### src/rtl/merge_sort_engine_defines.svh
// Assertion macros for the merge sort engine.
// Define NO_ASSERTIONS to compile the checks away.
`ifndef MERGE_SORT_ENGINE_DEFINES_SVH
`define MERGE_SORT_ENGINE_DEFINES_SVH

`ifndef NO_ASSERTIONS

// Same-cycle implication: whenever cond holds, prop holds too.
`define MSE_ASSERT_IMPLY(label, clk, rst, cond, prop) \
   label: assert property (@(posedge clk) disable iff (rst) (cond) |-> (prop)) \
      else $error("assertion failed");

// Next-cycle implication: when cond holds, prop holds in the next cycle.
`define MSE_ASSERT_NEXT(label, clk, rst, cond, prop) \
   label: assert property (@(posedge clk) disable iff (rst) (cond) |=> (prop)) \
      else $error("assertion failed");

`else

`define MSE_ASSERT_IMPLY(label, clk, rst, cond, prop)
`define MSE_ASSERT_NEXT(label, clk, rst, cond, prop)

`endif

`endif

### src/rtl/mse_pkg.sv
package mse_pkg;

   // Element width and default buffer depth.
   localparam int VALUE_WIDTH      = 32;
   localparam int DEFAULT_CAPACITY = 64;

endpackage

### src/rtl/mse_ram.sv
module mse_ram
   import mse_pkg::*;
#(
   parameter int WIDTH = VALUE_WIDTH,
   parameter int DEPTH = DEFAULT_CAPACITY
) (
   input  logic                     clock,
   input  logic                     wr_en,
   input  logic [$clog2(DEPTH)-1:0] wr_addr,
   input  logic [WIDTH-1:0]         wr_data,
   input  logic                     rd_en,
   input  logic [$clog2(DEPTH)-1:0] rd_addr,
   output logic [WIDTH-1:0]         rd_data
);

   logic [WIDTH-1:0] mem_ff [DEPTH];
   logic [WIDTH-1:0] rd_data_ff;

   // Write one entry, register the read data.
   always_ff @(posedge clock) begin
      if (wr_en) begin
         mem_ff[wr_addr] <= wr_data;
      end
      if (rd_en) begin
         rd_data_ff <= mem_ff[rd_addr];
      end
   end

   assign rd_data = rd_data_ff;

endmodule

### src/rtl/merge_sort_engine.sv
// Merge sort engine.
// Requests carry one signed 32-bit value each; a request is taken at a clock
// edge with start high and busy low. Loading takes one request per cycle and
// returns nothing. The request flagged req_final_item starts a stable
// ascending bottom-up merge sort of the stored values (at most CAPACITY;
// later values are dropped and rsp_overflow is raised on the whole batch).
// Sorting ping-pongs between two single-port-read RAM banks. In each pass,
// every element taken costs a write and, while its run has more, a refill
// read of that run's head; each run pair first reads its two heads. The
// single read port per bank sets the cost over ceil(log2 n) passes. Results
// then stream out one per cycle with rsp_valid, the last with rsp_end_of_run.
// busy is high from the final request until the last read is issued; a new
// request may be taken in the cycle that shows the last result.
// The receiver cannot stall: each result is on the ports for one cycle.
// Synchronous reset clears the element count, the overflow flag and the
// sequencer; RAM contents are not cleared.
`include "merge_sort_engine_defines.svh"

module merge_sort_engine
   import mse_pkg::*;
#(
   parameter int CAPACITY = DEFAULT_CAPACITY
) (
   input  logic                   clock,
   input  logic                   reset,
   input  logic                   start,
   output logic                   busy,
   input  logic [VALUE_WIDTH-1:0] req_value,
   input  logic                   req_final_item,
   output logic                   rsp_valid,
   output logic [VALUE_WIDTH-1:0] rsp_sorted_value,
   output logic                   rsp_end_of_run,
   output logic                   rsp_overflow
);

   localparam int CW = $clog2(CAPACITY + 1);   // count and index values
   localparam int IW = $clog2(CAPACITY);       // RAM address
   localparam int WW = CW + 1;                 // run width, stays below 2*CAPACITY
   localparam int SW = CW + 2;                 // sums of index and run width

   typedef enum logic [2:0] {
      S_IDLE, S_PAIR, S_RD_L, S_RD_R, S_MERGE, S_FILL, S_NEXT, S_OUT
   } state_type;

   state_type        state_ff, state_in;
   logic [CW-1:0]    count_ff, count_in;
   logic             dropped_ff, dropped_in;
   logic [CW-1:0]    n_ff, n_in;
   logic [WW-1:0]    width_ff, width_in;
   logic [CW-1:0]    lo_ff, lo_in, mid_ff, mid_in, hi_ff, hi_in;
   logic [CW-1:0]    l_ff, l_in, r_ff, r_in, k_ff, k_in;
   logic [CW-1:0]    out_idx_ff, out_idx_in;
   logic [VALUE_WIDTH-1:0] lhead_ff, lhead_in, rhead_ff, rhead_in;
   logic             fill_left_ff, fill_left_in;
   logic             src_ff, src_in;
   logic             rsp_valid_ff, rsp_valid_in;
   logic             rsp_eor_ff, rsp_eor_in;
   logic             rsp_ovf_ff, rsp_ovf_in;

   logic                   rd_en, ld_we, mrg_we;
   logic [CW-1:0]          rd_addr, wr_addr;
   logic [VALUE_WIDTH-1:0] wr_data, rd_data, rd_data_a, rd_data_b;
   logic [SW-1:0]          sum_lo_w, sum_lo_2w;
   logic [CW-1:0]          mid_calc, hi_calc, l_next, r_next, k_next;
   logic [WW-1:0]          width_dbl;
   logic                   take_left, has_room;

   // Bank A holds loaded values; passes alternate between A and B.
   mse_ram #(.WIDTH(VALUE_WIDTH), .DEPTH(CAPACITY)) u_bank_a (
      .clock   (clock),
      .wr_en   (ld_we | (mrg_we & src_ff)),
      .wr_addr (wr_addr[IW-1:0]),
      .wr_data (wr_data),
      .rd_en   (rd_en & ~src_ff),
      .rd_addr (rd_addr[IW-1:0]),
      .rd_data (rd_data_a)
   );

   mse_ram #(.WIDTH(VALUE_WIDTH), .DEPTH(CAPACITY)) u_bank_b (
      .clock   (clock),
      .wr_en   (mrg_we & ~src_ff),
      .wr_addr (wr_addr[IW-1:0]),
      .wr_data (wr_data),
      .rd_en   (rd_en & src_ff),
      .rd_addr (rd_addr[IW-1:0]),
      .rd_data (rd_data_b)
   );

   assign rd_data = src_ff ? rd_data_b : rd_data_a;

   // Run bounds, clipped to the element count.
   assign sum_lo_w  = SW'(lo_ff) + SW'(width_ff);
   assign sum_lo_2w = sum_lo_w + SW'(width_ff);
   assign mid_calc  = (sum_lo_w > SW'(n_ff)) ? n_ff : sum_lo_w[CW-1:0];
   assign hi_calc   = (sum_lo_2w > SW'(n_ff)) ? n_ff : sum_lo_2w[CW-1:0];
   assign width_dbl = {width_ff[WW-2:0], 1'b0};

   assign l_next = l_ff + CW'(1);
   assign r_next = r_ff + CW'(1);
   assign k_next = k_ff + CW'(1);
   assign has_room = (count_ff < CW'(CAPACITY));

   // Take the left head on ties to keep the sort stable.
   assign take_left = (l_ff < mid_ff) &&
                      ((r_ff >= hi_ff) || ($signed(lhead_ff) <= $signed(rhead_ff)));

   assign wr_addr = ld_we ? count_ff : k_ff;
   assign wr_data = ld_we ? req_value : (take_left ? lhead_ff : rhead_ff);

   // Sequence load, merge passes and readout.
   always_comb begin
      state_in     = state_ff;
      count_in     = count_ff;
      dropped_in   = dropped_ff;
      n_in         = n_ff;
      width_in     = width_ff;
      lo_in        = lo_ff;
      mid_in       = mid_ff;
      hi_in        = hi_ff;
      l_in         = l_ff;
      r_in         = r_ff;
      k_in         = k_ff;
      out_idx_in   = out_idx_ff;
      lhead_in     = lhead_ff;
      rhead_in     = rhead_ff;
      fill_left_in = fill_left_ff;
      src_in       = src_ff;
      rsp_valid_in = 1'b0;
      rsp_eor_in   = rsp_eor_ff;
      rsp_ovf_in   = rsp_ovf_ff;
      rd_en        = 1'b0;
      rd_addr      = '0;
      ld_we        = 1'b0;
      mrg_we       = 1'b0;

      unique case (state_ff)
         S_IDLE: begin
            if (start) begin
               // store the value, or drop it when the buffer is full
               if (has_room) begin
                  ld_we    = 1'b1;
                  count_in = count_ff + CW'(1);
               end else begin
                  dropped_in = 1'b1;
               end
               if (req_final_item) begin
                  n_in       = has_room ? count_ff + CW'(1) : count_ff;
                  src_in     = 1'b0;
                  width_in   = WW'(1);
                  lo_in      = '0;
                  out_idx_in = '0;
                  state_in   = (WW'(1) < WW'(n_in)) ? S_PAIR : S_OUT;
               end
            end
         end
         S_PAIR: begin
            l_in     = lo_ff;
            r_in     = mid_calc;
            k_in     = lo_ff;
            mid_in   = mid_calc;
            hi_in    = hi_calc;
            rd_en    = 1'b1;
            rd_addr  = lo_ff;
            state_in = S_RD_L;
         end
         S_RD_L: begin
            lhead_in = rd_data;
            if (r_ff < hi_ff) begin
               rd_en   = 1'b1;
               rd_addr = r_ff;
            end
            state_in = S_RD_R;
         end
         S_RD_R: begin
            rhead_in = rd_data;
            state_in = S_MERGE;
         end
         S_MERGE: begin
            // write the smaller head, refill from its run
            mrg_we = 1'b1;
            k_in   = k_next;
            if (take_left) begin
               l_in = l_next;
               if (l_next < mid_ff) begin
                  rd_en        = 1'b1;
                  rd_addr      = l_next;
                  fill_left_in = 1'b1;
                  state_in     = S_FILL;
               end else if (k_next == hi_ff) begin
                  state_in = S_NEXT;
               end
            end else begin
               r_in = r_next;
               if (r_next < hi_ff) begin
                  rd_en        = 1'b1;
                  rd_addr      = r_next;
                  fill_left_in = 1'b0;
                  state_in     = S_FILL;
               end else if (k_next == hi_ff) begin
                  state_in = S_NEXT;
               end
            end
         end
         S_FILL: begin
            if (fill_left_ff) begin
               lhead_in = rd_data;
            end else begin
               rhead_in = rd_data;
            end
            state_in = S_MERGE;
         end
         S_NEXT: begin
            // advance to the next pair, or to the next pass
            if (sum_lo_2w < SW'(n_ff)) begin
               lo_in    = sum_lo_2w[CW-1:0];
               state_in = S_PAIR;
            end else begin
               width_in   = width_dbl;
               src_in     = ~src_ff;
               lo_in      = '0;
               out_idx_in = '0;
               state_in   = (width_dbl < WW'(n_ff)) ? S_PAIR : S_OUT;
            end
         end
         S_OUT: begin
            rd_en        = 1'b1;
            rd_addr      = out_idx_ff;
            rsp_valid_in = 1'b1;
            rsp_eor_in   = (out_idx_ff + CW'(1) == n_ff);
            rsp_ovf_in   = dropped_ff;
            out_idx_in   = out_idx_ff + CW'(1);
            if (out_idx_ff + CW'(1) == n_ff) begin
               count_in   = '0;
               dropped_in = 1'b0;
               state_in   = S_IDLE;
            end
         end
         default: begin
            state_in = S_IDLE;
         end
      endcase
   end

   // Hold state and registered outputs.
   always_ff @(posedge clock) begin
      if (reset) begin
         state_ff     <= S_IDLE;
         count_ff     <= '0;
         dropped_ff   <= 1'b0;
         src_ff       <= 1'b0;
         rsp_valid_ff <= 1'b0;
      end else begin
         state_ff     <= state_in;
         count_ff     <= count_in;
         dropped_ff   <= dropped_in;
         src_ff       <= src_in;
         rsp_valid_ff <= rsp_valid_in;
      end
      n_ff         <= n_in;
      width_ff     <= width_in;
      lo_ff        <= lo_in;
      mid_ff       <= mid_in;
      hi_ff        <= hi_in;
      l_ff         <= l_in;
      r_ff         <= r_in;
      k_ff         <= k_in;
      out_idx_ff   <= out_idx_in;
      lhead_ff     <= lhead_in;
      rhead_ff     <= rhead_in;
      fill_left_ff <= fill_left_in;
      rsp_eor_ff   <= rsp_eor_in;
      rsp_ovf_ff   <= rsp_ovf_in;
   end

   assign busy             = (state_ff != S_IDLE);
   assign rsp_valid        = rsp_valid_ff;
   assign rsp_sorted_value = rd_data;
   assign rsp_end_of_run   = rsp_eor_ff;
   assign rsp_overflow     = rsp_ovf_ff;

   `MSE_ASSERT_NEXT(a_full_drops, clock, reset,
      start && !busy && (count_ff == CW'(CAPACITY)), dropped_ff)
   `MSE_ASSERT_IMPLY(a_merge_in_run, clock, reset,
      state_ff == S_MERGE, (k_ff < hi_ff) && ((l_ff < mid_ff) || (r_ff < hi_ff)))
   `MSE_ASSERT_IMPLY(a_last_clears, clock, reset,
      rsp_valid_ff && rsp_eor_ff, (state_ff == S_IDLE) && (count_ff == '0) && !dropped_ff)
   `MSE_ASSERT_IMPLY(a_batch_nonempty, clock, reset,
      busy, (n_ff != '0) && (n_ff <= CW'(CAPACITY)))
   `MSE_ASSERT_IMPLY(a_no_write_clash, clock, reset,
      ld_we, !mrg_we)

endmodule
### config.mk
export PLATFORM = sky130hd
export DESIGN_NAME = merge_sort_engine
export DESIGN_NICKNAME = d
export VERILOG_FILES = /design/src/rtl/mse_pkg.sv /design/src/rtl/mse_ram.sv /design/src/rtl/merge_sort_engine.sv
export VERILOG_INCLUDE_DIRS = /design/src /design/src/rtl
export SDC_FILE = /design/constraint.sdc
export NUM_CORES = 2
export LEC_CHECK = 0
export ABC_CLOCK_PERIOD_IN_PS = 22000
export BUFFER_PORTS_ARGS = -buffer_cell sky130_fd_sc_hd__buf_2
export CAP_MARGIN = 20
export CORE_ASPECT_RATIO = 0.9
export CORE_MARGIN = 4
export CORE_UTILIZATION = 35
export CTS_CLUSTER_DIAMETER = 80
export DETAILED_ROUTE_END_ITERATION = 16
export PLACE_DENSITY = 0.53
export SETUP_SLACK_MARGIN = 0.2
export SYNTH_ARGS = -nofsm -noshare
export SYNTH_HDL_FRONTEND = slang
export SYNTH_SLANG_ARGS = --single-unit
### constraint.sdc
create_clock -name clock -period 22 [get_ports clock]
set_input_delay 4.4 -clock clock [delete_from_list [all_inputs] [get_ports clock]]
set_output_delay 4.4 -clock clock [all_outputs]
set_load 0.02 [all_outputs]
==> summary.md <==
| Metric | Value |
|---|---|
| Via count | 106000 |
| Asr flop ratio synth | 0 |
| CP Launch Type | register |
| Clock latency on the worst-skew pair | 1000 ps |
| Layout area overhead | 14.5% |
| Post-synthesis mux area share | 0.0407 |
| TritonCTS Buffers | 448 |
| Clock-pin slew on the worst setup and hold paths | 60 ps |
| Cts hold-fix bufs | 0 |
| Critical Path RT | 22840 ps |
| Final setup fails | 0 |
| Die Footprint | 502000 um2 |
| Slew @ Worst Pin | around 1300 ps |
| Chip Width | 747 um |
| # IOs | 72 |
| Syn nets | between 10000 and 15000 |
| PortBufs | 71 |
| Synth warn | 0 |
| Area leader, netlist | edfxtp_1 |
| Post-CTS setup buffers | 0 |
| Worst Hold Class | reg -> reg |
| Rel. slew slack | 0.0944 |
| Yosys cell types | about 90 |
| Share of post-route cells with drive strength above 1 | 0.129 |
| Status | completed |
| CP Max Fanout | 71 |
| Total grt overflow | 0 |
| Vias/cell | roughly 5.7 |
| H-tree depth | 5 |
| Most numerous cell in the Yosys netlist | edfxtp_1 |
| CTS tree | done |
| Layout Nets | roughly 12000 |
| Initial Utilization | 0.352 |
| Detailed router's first-iteration violation count | between 15000 and 20000 |
| Max Cap Violations | 0 |
| DR WL/cell | approximately 30 um |
| GP Congestion | just under 0.9 |
| Antenna viol nets, final | 0 |
| Vias in the first global route | 100000 |
| Top FF cell, synth | edfxtp_1 |
| Final Hold Fails | 0 |
| Max clock buf depth | 4 |
| Initial antenna violation count | 46 |
| Synth Area in XOR/XNOR | 0.00255 |
| Sequential area share after synthesis | 0.751 |
| Synthesized instance count | 11500 |
| Post-Synth Simple-Gate Area | 0.0952 |
| Core Region | 488000 um2 |
| Avg Cell Area, Syn | 14.9 um2 |
| Synth Register Bits | 4304 |
| Post-route DRC | 0 |
| DRT Pass-1 Iters | 8 |
| Adder-Cell Fraction of Synth Area | 0.00737 |
| Routed wire length | 551 mm |
| CP endpoint kind | register |
| Minimum clock period | 8110 ps |
| Root Driver | clkbuf_16 |
| DIE HEIGHT | 673 um |
| Tot GR Track Use | 0.211 |
| Pins over their slew limit | 0 |
| Post-synth EDFFs | between 4000 and 5000 |
| Post-Syn Area | 172000 um2 |
| Area contributors post-synth | edfxtp_1 (75%), nand2_1 (4.7%), mux4_2 (3.0%) |
| Fin crit share | 0.369 |
| Largest net degree at the start of global routing | about 170 |
| Critical Path AT | around 9000 ps |
| Clk_skew | roughly 60 ps |
| Main combinational cell family by area after synthesis | simple AND/OR/NAND/NOR gates |
| TNS Setup | 0 ps |
| Yosys top cell area share | 0.750 |
| Clk sinks | 4304 |
| DP HPWL | 319 mm |
| RSZ-0062 raised after global routing | false |
| Cts repair resizes | 0 |
| First-pass GRT wire length | 769 mm |
| Post-synth top cells | edfxtp_1 (4291), nand2_1 (2173), nand3_1 (790), a21oi_1 (444), a211oi_1 (426) |
| Critical Setup Path Class | reg -> reg |
| Fmax achieved | 123 MHz |
| Post-synthesis compound-gate area fraction | 0.0806 |
| # rows | 243 |
[worst paths after layout]
path / slack, ps / depth (start not counted) / from / endpoint
max: 13890 / 21 / r_ff[0] / u_bank_a.rd_data[19]
min: 450 / 0 / dropped_ff / rsp_overflow
min reg2reg: 450 / 0 / dropped_ff / rsp_overflow
max reg2reg: 13890 / 21 / r_ff[0] / u_bank_a.rd_data[19]
[registers in the layout (all words and copies together) (netlist names), 3 cells and up]
name,flops
n_ff,7
k_ff,7
rhead_ff,32
l_ff,7
state_ff,3
hi_ff,7
u_bank_a.rd_data,32
u_bank_b.rd_data,32
lo_ff,7
mid_ff,7
u_bank_a.mem_ff,2048
count_ff,7
r_ff,7
lhead_ff,32
out_idx_ff,7
width_ff,8
u_bank_b.mem_ff,2048
[worst max-delay path, stage by stage, from the launching register on]
cell and delay (ps):
edfxtp_1 520, ha_1 350, xnor2_1 430, inv_1 130, ha_1 330, a21oi_1 70
a21o_1 200, nand3_1 160, nor4_1 70, o21ai_1 300, o311ai_4 180, buf_4 320
nor2_4 180, buf_4 670, buf_4 670, buf_4 690, buf_4 730, a21oi_1 160
a22oi_1 270, o22ai_1 200, o21ai_0 870, o22a_1 270
[layout by cell type (no fill, tap or decap), types with 112 or more instances in the layout]
cell type  Yosys  layout
a211oi_1     426     416
a21oi_1      444     444
a22oi_1      220     220
a31oi_1      260     260
and3_1       367     367
buf_4         51     248
clkbuf_16      0     454
clkinv_1       1     112
edfxtp_1    4291    4291
mux2i_1      133     133
mux4_2       227     227
nand2_1     2173    2161
nand3_1      790     790
nor2_4         0     139
o21ai_0      233     199
[logic make-up after synthesis]
kind of cell,Yosys count
and+or+nand+nor,3734
xor gates and xnor gates,50
buffers and inverters,855
AOI/OAI and AO/OA,2081
DFF,4304
muxes,409
adders and majority gates,100
[stage by stage]
stage | cell area (um2) | worst slack [ps] | hold slack (ps) | cells | util
floorplan | 172000 | 10570 | 409 | 11500 | -
global placement | 181000 | 13580 | 441 | 17600 | 0.370
detailed placement | 182000 | 13450 | 426 | 17600 | 0.372
CTS | 196000 | 13880 | 451 | 18400 | 0.401
global route | 197000 | 13530 | 457 | 18500 | 0.403
finish | 197000 | 13890 | 451 | 18500 | 0.403
[layout make-up]
cell class	instances	area, um2
Multi-Input combinational cell	6374	40600
Sequential cell	4304	129000
Fill cell	44000	291000
Clock buffer	555	11800
Antenna cell	26	65.1
Inverter	75	282
Tap cell	6492	8120
Clock inverter	260	2340
Timing Repair Buffer	425	4440
[per-layer routing]
| metal | part of all wire | global-route usage | wire length (um) | up-vias |
|---|---|---|---|---|
| met4 | 0.033 | 0.0652 | 18000 | 14 |
| met1 | 0.42 | 0.306 | 232000 | 54900 |
| li1 | - | - | - | 44900 |
| met3 | 0.11 | 0.0535 | 61800 | 883 |
| met2 | 0.43 | 0.311 | 239000 | 5485 |
| met5 | 0.00017 | 0 | 96 | - |
Power is not shown: default switching activity piles up to over one toggle a cycle in this logic, so the estimate is an artifact.
